File: config.mk
export PLATFORM = sky130hd
export DESIGN_NAME = auto_white_balance_unit
export DESIGN_NICKNAME = d
export VERILOG_FILES = /design/src/rtl/awb_pkg.sv /design/src/rtl/auto_white_balance_unit.sv /design/src/rtl/awb_div.sv /design/src/rtl/awb_fifo.sv /design/src/rtl/awb_front.sv /design/src/rtl/awb_back.sv
export SDC_FILE = /design/constraint.sdc
export NUM_CORES = 2
export LEC_CHECK = 0
export ABC_AREA = 1
export BUFFER_PORTS_ARGS = -buffer_cell sky130_fd_sc_hd__buf_2
export CAP_MARGIN = 20
export CORE_UTILIZATION = 30
export CTS_CLUSTER_DIAMETER = 80
export DETAILED_ROUTE_END_ITERATION = 6
export SETUP_SLACK_MARGIN = 0.1
export SKIP_LAST_GASP = 1
export SLEW_MARGIN = 20
export SYNTH_ARGS = -nofsm -noshare
export SYNTH_HDL_FRONTEND = slang
export SYNTH_HIERARCHICAL = 1
export SYNTH_SLANG_ARGS = --single-unit
File: constraint.sdc
create_clock -name clk -period 15.5 [get_ports clk]
set_input_delay 3.1 -clock clk [delete_from_list [all_inputs] [get_ports clk]]
set_output_delay 3.1 -clock clk [all_outputs]
set_load 0.05 [all_outputs]
File: src/rtl/awb_pkg.sv
// ----------------------------------------------------------------------------
// awb_pkg
// Shared widths, item codes and helpers for the auto white balance unit.
// ----------------------------------------------------------------------------
package awb_pkg;

  localparam int PIX_W       = 8;
  localparam int SUM_W       = 30;
  localparam int GAIN_W      = 16;
  localparam int GAIN_FRAC   = 12;
  localparam int QUEUE_DEPTH = 4;
  localparam int KIND_W      = 2;

  localparam logic [SUM_W-1:0]  SUM_LIMIT   = '1;
  localparam logic [PIX_W-1:0]  WHITE_LEVEL = '1;
  localparam logic [GAIN_W-1:0] GAIN_LIMIT  = '1;
  localparam logic [GAIN_W-1:0] GAIN_UNITY  =
    (GAIN_FRAC >= GAIN_W) ? GAIN_LIMIT : GAIN_W'(1 << GAIN_FRAC);

  localparam logic [KIND_W-1:0] KIND_MEASURE = 2'd0;
  localparam logic [KIND_W-1:0] KIND_FINAL   = 2'd1;
  localparam logic [KIND_W-1:0] KIND_CORRECT = 2'd2;

  typedef struct packed {
    logic [KIND_W-1:0] kind;
    logic [PIX_W-1:0]  red;
    logic [PIX_W-1:0]  green;
    logic [PIX_W-1:0]  blue;
  } item_t;

  function automatic logic [SUM_W-1:0] sat_add(input logic [SUM_W-1:0] acc,
                                               input logic [PIX_W-1:0] v);
    logic [SUM_W:0] s;
    s = {1'b0, acc} + (SUM_W+1)'(v);
    return s[SUM_W] ? SUM_LIMIT : s[SUM_W-1:0];
  endfunction

  function automatic logic [PIX_W-1:0] apply_gain(input logic [PIX_W-1:0] c,
                                                  input logic [GAIN_W-1:0] g);
    logic [PIX_W+GAIN_W-1:0] p;
    logic [PIX_W+GAIN_W-1:0] s;
    p = (PIX_W+GAIN_W)'(c) * (PIX_W+GAIN_W)'(g);
    s = p >> GAIN_FRAC;
    return (s > (PIX_W+GAIN_W)'(WHITE_LEVEL)) ? WHITE_LEVEL : s[PIX_W-1:0];
  endfunction

endpackage

File: src/rtl/auto_white_balance_unit.sv
// path: a correct request is stored in the queue, then its result is registered; a final
//   measure request reports its gains when the 16-step divider is done
// throughput: one request per cycle unless busy; a final measure request holds
//   the back part for the divider run while the 4-entry queue takes up to 4 more requests
// reset: synchronous active low; statistics cleared, gains unity, mode 0
// ----------------------------------------------------------------------------
// auto_white_balance_unit
// Gray world / white patch white balance with measure and correct passes.
// ----------------------------------------------------------------------------
module auto_white_balance_unit (
  input  logic                        clk,
  input  logic                        rst_n,
  input  logic                        cfg_we,
  input  logic                        cfg_data,
  input  logic                        start,
  output logic                        busy,
  input  logic                        in_operation,
  input  logic [awb_pkg::PIX_W-1:0]   in_red_in,
  input  logic [awb_pkg::PIX_W-1:0]   in_green_in,
  input  logic [awb_pkg::PIX_W-1:0]   in_blue_in,
  input  logic                        in_last_pixel,
  output logic                        out_valid,
  output logic                        out_result_kind,
  output logic [awb_pkg::PIX_W-1:0]   out_red_out,
  output logic [awb_pkg::PIX_W-1:0]   out_green_out,
  output logic [awb_pkg::PIX_W-1:0]   out_blue_out,
  output logic [awb_pkg::GAIN_W-1:0]  out_gain_red,
  output logic [awb_pkg::GAIN_W-1:0]  out_gain_blue
);

  awb_pkg::item_t front_item;
  awb_pkg::item_t back_item;
  logic           push;
  logic           pop;
  logic           queue_full;
  logic           queue_empty;

  awb_front u_front (
    .start      (start),
    .busy       (busy),
    .operation  (in_operation),
    .red_in     (in_red_in),
    .green_in   (in_green_in),
    .blue_in    (in_blue_in),
    .last_pixel (in_last_pixel),
    .queue_full (queue_full),
    .push       (push),
    .item       (front_item)
  );

  awb_fifo u_fifo (
    .clk   (clk),
    .rst_n (rst_n),
    .push  (push),
    .wdata (front_item),
    .pop   (pop),
    .rdata (back_item),
    .full  (queue_full),
    .empty (queue_empty)
  );

  awb_back u_back (
    .clk             (clk),
    .rst_n           (rst_n),
    .cfg_we          (cfg_we),
    .cfg_data        (cfg_data),
    .queue_empty     (queue_empty),
    .item            (back_item),
    .pop             (pop),
    .out_valid       (out_valid),
    .out_result_kind (out_result_kind),
    .out_red_out     (out_red_out),
    .out_green_out   (out_green_out),
    .out_blue_out    (out_blue_out),
    .out_gain_red    (out_gain_red),
    .out_gain_blue   (out_gain_blue)
  );

endmodule

File: src/rtl/awb_div.sv
// ----------------------------------------------------------------------------
// awb_div
// Restoring divider for one gain, one quotient bit per cycle, saturating.
// ----------------------------------------------------------------------------
module awb_div (
  input  logic                        clk,
  input  logic                        rst_n,
  input  logic                        start,
  input  logic [awb_pkg::SUM_W-1:0]   num,
  input  logic [awb_pkg::SUM_W-1:0]   den,
  output logic                        done,
  output logic [awb_pkg::GAIN_W-1:0]  quot
);

  localparam int N_W   = awb_pkg::SUM_W + awb_pkg::GAIN_FRAC;
  localparam int REM_W = awb_pkg::SUM_W + 1;
  localparam int OVF_W = awb_pkg::SUM_W + awb_pkg::GAIN_W - awb_pkg::GAIN_FRAC + 1;
  localparam int CNT_W = $clog2(awb_pkg::GAIN_W + 1);

  logic                       busy_r, busy_nxt;
  logic                       done_r, done_nxt;
  logic                       sat_r, sat_nxt;
  logic [CNT_W-1:0]           cnt_r, cnt_nxt;
  logic [REM_W-1:0]           rem_r, rem_nxt;
  logic [awb_pkg::GAIN_W-1:0] low_r, low_nxt;
  logic [awb_pkg::SUM_W-1:0]  den_r, den_nxt;

  logic [N_W-1:0]   n_full;
  logic [OVF_W-1:0] den_scaled;
  logic [REM_W-1:0] trial;
  logic [REM_W-1:0] diff;
  logic             ge;

  always_comb begin
    n_full     = N_W'(num) << awb_pkg::GAIN_FRAC;
    den_scaled = OVF_W'(den) << (awb_pkg::GAIN_W - awb_pkg::GAIN_FRAC);
    trial      = {rem_r[awb_pkg::SUM_W-1:0], low_r[awb_pkg::GAIN_W-1]};
    ge         = trial >= {1'b0, den_r};
    diff       = trial - {1'b0, den_r};

    busy_nxt = busy_r;
    done_nxt = 1'b0;
    sat_nxt  = sat_r;
    cnt_nxt  = cnt_r;
    rem_nxt  = rem_r;
    low_nxt  = low_r;
    den_nxt  = den_r;

    if (start) begin
      busy_nxt = 1'b1;
      cnt_nxt  = CNT_W'(awb_pkg::GAIN_W);
      sat_nxt  = OVF_W'(num) >= den_scaled;
      rem_nxt  = REM_W'(n_full[N_W-1:awb_pkg::GAIN_W]);
      low_nxt  = n_full[awb_pkg::GAIN_W-1:0];
      den_nxt  = den;
    end else if (busy_r) begin
      rem_nxt = ge ? diff : trial;
      low_nxt = {low_r[awb_pkg::GAIN_W-2:0], ge};
      cnt_nxt = cnt_r - CNT_W'(1);
      if (cnt_r == CNT_W'(1)) begin
        busy_nxt = 1'b0;
        done_nxt = 1'b1;
      end
    end
  end

  always_ff @(posedge clk) begin
    if (!rst_n) begin
      busy_r <= 1'b0;
      done_r <= 1'b0;
    end else begin
      busy_r <= busy_nxt;
      done_r <= done_nxt;
    end
    sat_r <= sat_nxt;
    cnt_r <= cnt_nxt;
    rem_r <= rem_nxt;
    low_r <= low_nxt;
    den_r <= den_nxt;
  end

  assign done = done_r;
  assign quot = sat_r ? awb_pkg::GAIN_LIMIT : low_r;

endmodule

File: src/rtl/awb_fifo.sv
// ----------------------------------------------------------------------------
// awb_fifo
// Short request queue between the front and back parts.
// ----------------------------------------------------------------------------
module awb_fifo (
  input  logic           clk,
  input  logic           rst_n,
  input  logic           push,
  input  awb_pkg::item_t wdata,
  input  logic           pop,
  output awb_pkg::item_t rdata,
  output logic           full,
  output logic           empty
);

  localparam int PTR_W = $clog2(awb_pkg::QUEUE_DEPTH);
  localparam int CNT_W = $clog2(awb_pkg::QUEUE_DEPTH + 1);

  awb_pkg::item_t   mem_r [awb_pkg::QUEUE_DEPTH];
  logic [PTR_W-1:0] wr_ptr_r, wr_ptr_nxt;
  logic [PTR_W-1:0] rd_ptr_r, rd_ptr_nxt;
  logic [CNT_W-1:0] count_r, count_nxt;
  logic             do_push;
  logic             do_pop;

  always_comb begin
    do_push    = push && !full;
    do_pop     = pop && !empty;
    wr_ptr_nxt = do_push ? wr_ptr_r + PTR_W'(1) : wr_ptr_r;
    rd_ptr_nxt = do_pop ? rd_ptr_r + PTR_W'(1) : rd_ptr_r;
    count_nxt  = count_r + CNT_W'(do_push) - CNT_W'(do_pop);
  end

  always_ff @(posedge clk) begin
    if (!rst_n) begin
      wr_ptr_r <= '0;
      rd_ptr_r <= '0;
      count_r  <= '0;
    end else begin
      wr_ptr_r <= wr_ptr_nxt;
      rd_ptr_r <= rd_ptr_nxt;
      count_r  <= count_nxt;
    end
    if (do_push) begin
      mem_r[wr_ptr_r] <= wdata;
    end
  end

  assign rdata = mem_r[rd_ptr_r];
  assign full  = count_r == CNT_W'(awb_pkg::QUEUE_DEPTH);
  assign empty = count_r == '0;

endmodule

File: src/rtl/awb_front.sv
// ----------------------------------------------------------------------------
// awb_front
// Request intake: handshake and classification into measure, final, correct.
// ----------------------------------------------------------------------------
module awb_front (
  input  logic                       start,
  output logic                       busy,
  input  logic                       operation,
  input  logic [awb_pkg::PIX_W-1:0]  red_in,
  input  logic [awb_pkg::PIX_W-1:0]  green_in,
  input  logic [awb_pkg::PIX_W-1:0]  blue_in,
  input  logic                       last_pixel,
  input  logic                       queue_full,
  output logic                       push,
  output awb_pkg::item_t             item
);

  always_comb begin
    busy  = queue_full;
    push  = start && !queue_full;
    if (operation) begin
      item.kind = awb_pkg::KIND_CORRECT;
    end else if (last_pixel) begin
      item.kind = awb_pkg::KIND_FINAL;
    end else begin
      item.kind = awb_pkg::KIND_MEASURE;
    end
    item.red   = red_in;
    item.green = green_in;
    item.blue  = blue_in;
  end

endmodule

File: src/rtl/awb_back.sv
// ----------------------------------------------------------------------------
// awb_back
// Execution: statistics, gain computation and pixel correction.
// ----------------------------------------------------------------------------
module awb_back (
  input  logic                        clk,
  input  logic                        rst_n,
  input  logic                        cfg_we,
  input  logic                        cfg_data,
  input  logic                        queue_empty,
  input  awb_pkg::item_t              item,
  output logic                        pop,
  output logic                        out_valid,
  output logic                        out_result_kind,
  output logic [awb_pkg::PIX_W-1:0]   out_red_out,
  output logic [awb_pkg::PIX_W-1:0]   out_green_out,
  output logic [awb_pkg::PIX_W-1:0]   out_blue_out,
  output logic [awb_pkg::GAIN_W-1:0]  out_gain_red,
  output logic [awb_pkg::GAIN_W-1:0]  out_gain_blue
);

  localparam logic ST_RUN = 1'b0;
  localparam logic ST_DIV = 1'b1;

  logic state_r, state_nxt;
  logic mode_r, mode_nxt;

  logic [awb_pkg::SUM_W-1:0]  sum_red_r, sum_red_nxt;
  logic [awb_pkg::SUM_W-1:0]  sum_green_r, sum_green_nxt;
  logic [awb_pkg::SUM_W-1:0]  sum_blue_r, sum_blue_nxt;
  logic [awb_pkg::PIX_W-1:0]  max_red_r, max_red_nxt;
  logic [awb_pkg::PIX_W-1:0]  max_blue_r, max_blue_nxt;
  logic [awb_pkg::GAIN_W-1:0] gain_red_r, gain_red_nxt;
  logic [awb_pkg::GAIN_W-1:0] gain_blue_r, gain_blue_nxt;

  logic                       valid_r, valid_nxt;
  logic                       kind_r, kind_nxt;
  logic [awb_pkg::PIX_W-1:0]  red_r, red_nxt;
  logic [awb_pkg::PIX_W-1:0]  green_r, green_nxt;
  logic [awb_pkg::PIX_W-1:0]  blue_r, blue_nxt;
  logic [awb_pkg::GAIN_W-1:0] ogain_red_r, ogain_red_nxt;
  logic [awb_pkg::GAIN_W-1:0] ogain_blue_r, ogain_blue_nxt;

  logic [awb_pkg::SUM_W-1:0]  upd_red, upd_green, upd_blue;
  logic [awb_pkg::PIX_W-1:0]  upd_max_red, upd_max_blue;
  logic                       div_start;
  logic [awb_pkg::SUM_W-1:0]  num_red, den_red, num_blue, den_blue;
  logic                       done_red, done_blue;
  logic [awb_pkg::GAIN_W-1:0] quot_red, quot_blue;

  awb_div u_div_red (
    .clk   (clk),
    .rst_n (rst_n),
    .start (div_start),
    .num   (num_red),
    .den   (den_red),
    .done  (done_red),
    .quot  (quot_red)
  );

  awb_div u_div_blue (
    .clk   (clk),
    .rst_n (rst_n),
    .start (div_start),
    .num   (num_blue),
    .den   (den_blue),
    .done  (done_blue),
    .quot  (quot_blue)
  );

  always_comb begin
    upd_red      = awb_pkg::sat_add(sum_red_r, item.red);
    upd_green    = awb_pkg::sat_add(sum_green_r, item.green);
    upd_blue     = awb_pkg::sat_add(sum_blue_r, item.blue);
    upd_max_red  = (item.red > max_red_r) ? item.red : max_red_r;
    upd_max_blue = (item.blue > max_blue_r) ? item.blue : max_blue_r;

    if (mode_r) begin
      num_red  = awb_pkg::SUM_W'(awb_pkg::WHITE_LEVEL);
      den_red  = awb_pkg::SUM_W'(upd_max_red);
      num_blue = awb_pkg::SUM_W'(awb_pkg::WHITE_LEVEL);
      den_blue = awb_pkg::SUM_W'(upd_max_blue);
    end else begin
      num_red  = upd_green;
      den_red  = upd_red;
      num_blue = upd_green;
      den_blue = upd_blue;
    end

    pop       = (state_r == ST_RUN) && !queue_empty;
    div_start = 1'b0;
    state_nxt = state_r;
    mode_nxt  = cfg_we ? cfg_data : mode_r;

    sum_red_nxt   = sum_red_r;
    sum_green_nxt = sum_green_r;
    sum_blue_nxt  = sum_blue_r;
    max_red_nxt   = max_red_r;
    max_blue_nxt  = max_blue_r;
    gain_red_nxt  = gain_red_r;
    gain_blue_nxt = gain_blue_r;

    valid_nxt      = 1'b0;
    kind_nxt       = kind_r;
    red_nxt        = red_r;
    green_nxt      = green_r;
    blue_nxt       = blue_r;
    ogain_red_nxt  = ogain_red_r;
    ogain_blue_nxt = ogain_blue_r;

    case (state_r)
      ST_RUN: begin
        if (pop) begin
          case (item.kind)
            awb_pkg::KIND_MEASURE: begin
              sum_red_nxt   = upd_red;
              sum_green_nxt = upd_green;
              sum_blue_nxt  = upd_blue;
              max_red_nxt   = upd_max_red;
              max_blue_nxt  = upd_max_blue;
            end
            awb_pkg::KIND_FINAL: begin
              div_start     = 1'b1;
              sum_red_nxt   = '0;
              sum_green_nxt = '0;
              sum_blue_nxt  = '0;
              max_red_nxt   = '0;
              max_blue_nxt  = '0;
              state_nxt     = ST_DIV;
            end
            awb_pkg::KIND_CORRECT: begin
              valid_nxt      = 1'b1;
              kind_nxt       = 1'b0;
              red_nxt        = awb_pkg::apply_gain(item.red, gain_red_r);
              green_nxt      = item.green;
              blue_nxt       = awb_pkg::apply_gain(item.blue, gain_blue_r);
              ogain_red_nxt  = gain_red_r;
              ogain_blue_nxt = gain_blue_r;
            end
            default: begin
            end
          endcase
        end
      end
      ST_DIV: begin
        if (done_red && done_blue) begin
          gain_red_nxt   = quot_red;
          gain_blue_nxt  = quot_blue;
          valid_nxt      = 1'b1;
          kind_nxt       = 1'b1;
          red_nxt        = '0;
          green_nxt      = '0;
          blue_nxt       = '0;
          ogain_red_nxt  = quot_red;
          ogain_blue_nxt = quot_blue;
          state_nxt      = ST_RUN;
        end
      end
      default: begin
        state_nxt = ST_RUN;
      end
    endcase
  end

  always_ff @(posedge clk) begin
    if (!rst_n) begin
      state_r     <= ST_RUN;
      mode_r      <= 1'b0;
      sum_red_r   <= '0;
      sum_green_r <= '0;
      sum_blue_r  <= '0;
      max_red_r   <= '0;
      max_blue_r  <= '0;
      gain_red_r  <= awb_pkg::GAIN_UNITY;
      gain_blue_r <= awb_pkg::GAIN_UNITY;
      valid_r     <= 1'b0;
    end else begin
      state_r     <= state_nxt;
      mode_r      <= mode_nxt;
      sum_red_r   <= sum_red_nxt;
      sum_green_r <= sum_green_nxt;
      sum_blue_r  <= sum_blue_nxt;
      max_red_r   <= max_red_nxt;
      max_blue_r  <= max_blue_nxt;
      gain_red_r  <= gain_red_nxt;
      gain_blue_r <= gain_blue_nxt;
      valid_r     <= valid_nxt;
    end
    kind_r       <= kind_nxt;
    red_r        <= red_nxt;
    green_r      <= green_nxt;
    blue_r       <= blue_nxt;
    ogain_red_r  <= ogain_red_nxt;
    ogain_blue_r <= ogain_blue_nxt;
  end

  assign out_valid       = valid_r;
  assign out_result_kind = kind_r;
  assign out_red_out     = red_r;
  assign out_green_out   = green_r;
  assign out_blue_out    = blue_r;
  assign out_gain_red    = ogain_red_r;
  assign out_gain_blue   = ogain_blue_r;

endmodule

## After elaboration in Yosys (flattened, before gate mapping)

Memories as Yosys holds them, arrays and structs flattened. A register that Yosys moved wholly into a read port is not among the register bits.
Index checks and enable logic that the tools add are counted.
Widths: inputs -> output; s select.

- Input port bits: 31
- Output and inout port bits: 59
- Bits in read-only memories: 0
- Latch bits: 0
- Bits in writable memories: 104
- Register bits: 373
- Memories: 1

Memory list:

| memory | words | width | read ports | clocked after memory_dff | wr ports | line | text |
|---|---|---|---|---|---|---|---|
| u_fifo.mem_r | 4 | 26 | 1 | 1 | 1 | awb_fifo.sv:19 | `awb_pkg::item_t mem_r [awb_pkg::QUEUE_DEPTH];` |

- Shift operators: 0
- Order comparisons: 8
- Bitwise gates (word level): 4
- Eq/ne operators: 8
- Div/mod/pow operators: 0
- Add/subtract/negate cells: 11
- $mul: 2
- Reductions and logical operators: 17
- Muxes and demuxes: 72

Operators by type and width:

| kind | count |
|---|---|
| $mux 30 | 8 |
| $mux 16 | 12 |
| $pmux 30 s2 | 3 |
| $mux 26 | 4 |
| $add 30x8->31 | 3 |
| $mux 8 | 11 |
| $pmux 8 s2 | 5 |
| $ge 30x34->1 | 2 |
| $pmux 16 s2 | 2 |
| $ge 31x30->1 | 2 |
| $sub 30x30->30 | 2 |
| $mul 8x16->24 | 2 |
| $gt 12x8->1 const B | 2 |
| $mux 1 | 21 |
| $gt 8x8->1 | 2 |
| $eq 5x1->1 const B | 2 |
| $sub 5x1->5 const B | 2 |
| $mux 2 | 3 |
| $ne 2x2->1 const B | 3 |
| $pmux 1 s2 | 3 |
| $reduce_and 3->1 | 2 |
| $reduce_bool 2->1 | 3 |
| $reduce_or 3->1 | 2 |
| $logic_and 1x1->1 | 5 |
| 11 further kinds | 16 |

## Longest topological paths before layout

- Depth after elaboration: 6
- Gate-level depth with buffers: 33
- Mapped depth without buffers: 29

## Modules after synthesis

Netlist, hierarchy kept.

By module, submodules not included:

| module | instances | cells each | seq. area each (um2) | area an instance (um2) |
|---|---|---|---|---|
| awb_back | 1 | 3301 | 4534.3 | 21434.3 |
| awb_div | 2 | 965 | 2292.2 | 6627.6 |
| awb_fifo | 1 | 319 | 3303.2 | 4331.7 |
| awb_front | 1 | 30 | 0.0 | 215.2 |

## Worst setup path before layout

Ideal clock, no wire load.

- Kind: flip-flop to flip-flop
- From: reg with a tool-made name
- To: reg u_back/u_div_blue/low_r[12] (netlist bit), enable pin
- Slack: 9.361 ns
- Path buffers: 5
- Stages on the path, launching flop included: 14
- Clock period less this slack: 6.139 ns
- Required time: 15.094 ns
- Arrival: 5.733 ns
- Cells stage by stage: dfxtp_1 buf_6 inv_4 buf_4 nor2_1 o22ai_1 nor3_1 inv_2 clkbuf_1 nor2_1 clkbuf_1 nor2_1 inv_1 buf_1

RTL lines:

| element | line | text |
|---|---|---|
| end signal, assigned | awb_div.sv:78 | `low_r <= low_nxt;` |
| end, declared | awb_div.sv:25 | `logic [awb_pkg::GAIN_W-1:0] low_r, low_nxt;` |

==> reports/qor.csv <==
metric,value,unit
ir_drop,135,uV
path_class,flip-flop to flip-flop,
cts_resized,0,
nets,5994,
initialDrtViolationCount,2630,
synthTopCellsByArea,"edfxtp_1, nand2_1, inv_1",
crit_path_top_delay_cell,o22ai_2,
fin_crit,6470,ps
end_kind,flip-flop,
detail_route.first_pass.iterations,6,
tightest_slew,1150,ps
cts_tree,done,
clock_path_buffers,3,
yosys.area.top_type_share,21.7,%
slew_violations,0,
gr-total-overflow,0,
rsz0062_at_grt,false,
clkTransAtPathRegs,60,ps
synth_most_common_cell,nand2_1,
rows,132,
gr-usage-all-layers,16.7,%
grt_max_degree,101,
synthCells,5580,
initial_core_util,30.3,%
final.fill_count,13900,
gp_congestion,0.922,
hold_violations,0,
rrSetupSlack,9030,ps
crit_family,adder cells,
skew,35.8,ps
critPathMaxFanout,53,
die_w,364,um
htreeDepth,2,
antenna_left,0,
vias_per_cell,4.63,
num_vias,34000,
ctsHoldBuffers,0,
place_hpwl,82200,um
drive_gt1_share,6.33,%
cp_cell_sequence,"buf_4, inv_4, o21ai_0, o22ai_2, nand2_1, inv_1, fa_1, fa_1, fa_1, inv_1, fa_1, inv_1, ha_1, nand2_1, inv_1, nand2_1, nor3_1, nand3_1, nand4_1, nand2_1, nor2_2, nand3_1, nand2_1, inv_1",
crit_arrival,6850,ps
synthTopCellsByCount,"nand2_1, inv_1, nor2_1, nand3_1, edfxtp_1",
fp.dieH,364,um
portBuffers,89,
drt-total-wl,111000,um
post-synth-top-area-cell,edfxtp_1,
drc_errors,0,
cts_buffers,56,
grt_pass1_wl,178000,um
timing.fmax,155,MHz
grt_pass1_vias,32800,
cp_slowest_stage_delay,880,ps
ys_seq_area_share,31.7,%
syn_area,39200,um2
power_density,183,nW/um2
crit_required,15880,ps
status,"complete, no violations",
post-cts-setup-buffer-count,0,
startpoint_type,flip-flop,
ys_ff_latch,479,
max_slew_margin,23.0,%
ios,90,
yosys_warnings,6,
async_flop_share,0,%
clock-root-buffer,clkbuf_16,
setup_viol,0,
fin_ws,9030,ps
hold_path_class,flip-flop to flip-flop,
p_leak,0.0222,uW
wl_per_cell,15.1,um
antenna_found_initial,6,
die_area,132000,um2
post-route-period-util,41.7,%
clock_sinks,479,
clock_latency,670,ps
place_ws,9120,ps
core,130000,um2
crit_buf_inv,7,
synth_nets,6027,
synthFlopType,edfxtp_1,
synth.distinct_cells,49,
synth-edff-count,283,
synth.avg_cell_area,7.03,um2
synthToLayoutAreaGrowth,9.84,%
drv_cap,0,
fin_setup_tns,0,ps
## where the power goes
part	switching, uW	internal [uW]	total, uW
clock network	575	793	1370
registers	150	1850	2000
logic	3180	1360	4540
total	3910	4000	7910
## final timing paths
path | from | end | depth (start not counted)
max | flip-flop | u_back/out_blue_out[2] | 24
min | u_back/max_blue_r[3] | u_back/max_blue_r[3] | 2
max reg2reg | flip-flop | u_back/out_blue_out[2] | 24
min reg2reg | u_back/max_blue_r[3] | u_back/max_blue_r[3] | 2
## metal layers
metal | global-route usage (%) | vias to the layer above | part of all wire [%]
li1 | - | 17100 | -
met1 | 23.5 | 15800 | 48
met2 | 26.6 | 818 | 44
met3 | 2.01 | 155 | 5.1
met4 | 5.15 | 2 | 2.9
met5 | 0 | - | 0.012
## stage by stage
stage | hold WS [ps] | cells | total power [uW] | instance area (um2) | utilization, %
after floorplan | 436 | 5580 | 5330 | 39200 | -
after global placement | 451 | 7229 | 6440 | 41100 | 31.7
after detailed placement | 455 | 7229 | 6490 | 41100 | 31.7
after CTS | 465 | 7334 | 7900 | 43000 | 33.2
after global routing | 477 | 7337 | 8580 | 43100 | 33.2
final | 466 | 7337 | 7910 | 43100 | 33.2
## logic make-up after synthesis
kind of cell / after synthesis / synth area share, %
AND/OR/NAND/NOR: 2685 / 28.9
buffers and inverters: 1395 / 14.1
AO/OA/AOI/OAI: 542 / 7.45
flip-flops: 479 / 31.7
adder cells (fa/ha/maj): 416 / 16.6
XOR/XNOR: 63 / 1.41
## state kept, by name (all words and copies together), names as in the netlist, 5 cells and up, named ones only
name                     flops
u_back/gain_red_r           16
u_back/sum_blue_r           30
u_back/u_div_blue/rem_r     30
u_back/out_gain_red         16
u_back/u_div_blue/cnt_r      5
u_back/max_red_r             8
u_back/out_green_out         8
u_back/out_gain_blue        16
u_back/u_div_red/rem_r      30
u_back/out_blue_out          8
u_fifo/mem_r               104
u_back/u_div_red/low_r      16
u_back/u_div_red/den_r      30
u_back/u_div_blue/low_r     16
u_back/sum_green_r          30
u_back/u_div_red/cnt_r       5
u_back/gain_blue_r          16
u_back/max_blue_r            8
u_back/sum_red_r            30
u_back/out_red_out           8
u_back/u_div_blue/den_r     30
## worst register-to-register path: cells and delay by family (launching register included)
family          cells  cell delay [ps]
simple gates       10             1310
flops               1              290
buf+inv             7             1180
fa+ha+maj           5             2360
compound gates      2             1070
## cell type report
class / instances / area [um2] / share of cell area (%)
Inverter: 1187 / 4460 / 10.3
Clock inverter: 31 / 359 / 0.833
Multi-Input combinational cell: 3706 / 21400 / 49.7
Clock buffer: 74 / 1550 / 3.60
Timing Repair Buffer: 117 / 708 / 1.64
Sequential cell: 479 / 12400 / 28.8
Tap cell: 1742 / 2180 / 5.06
Antenna cell: 1 / 2.50 / 0.00581
## layout by cell type (no fill, tap or decap), types with 6 or more instances in the layout
master	n
nand2_1	1759
inv_1	1160
nor2_1	328
nand3_1	313
edfxtp_1	283
a21oi_1	263
ha_1	244
dfxtp_1	195
fa_1	172
o21ai_0	155
buf_2	89
nand3b_1	61
clkbuf_16	57
nand4_1	54
o22ai_1	39
nor3_1	38
xnor2_1	37
nor2_2	32
nand2_2	28
xor2_1	26
buf_4	25
inv_2	20
o21ai_1	19
clkinv_2	13
o22ai_2	13
a31oi_1	12
o211ai_1	12
clkbuf_1	11
or2_2	10
nor3_2	10
a21o_1	10
nand3_2	9
o21bai_1	9
clkinv_1	8
and2_1	8
nor4_1	7
or2_1	7
clkbuf_8	6
(Power assumes the default switching activity.)
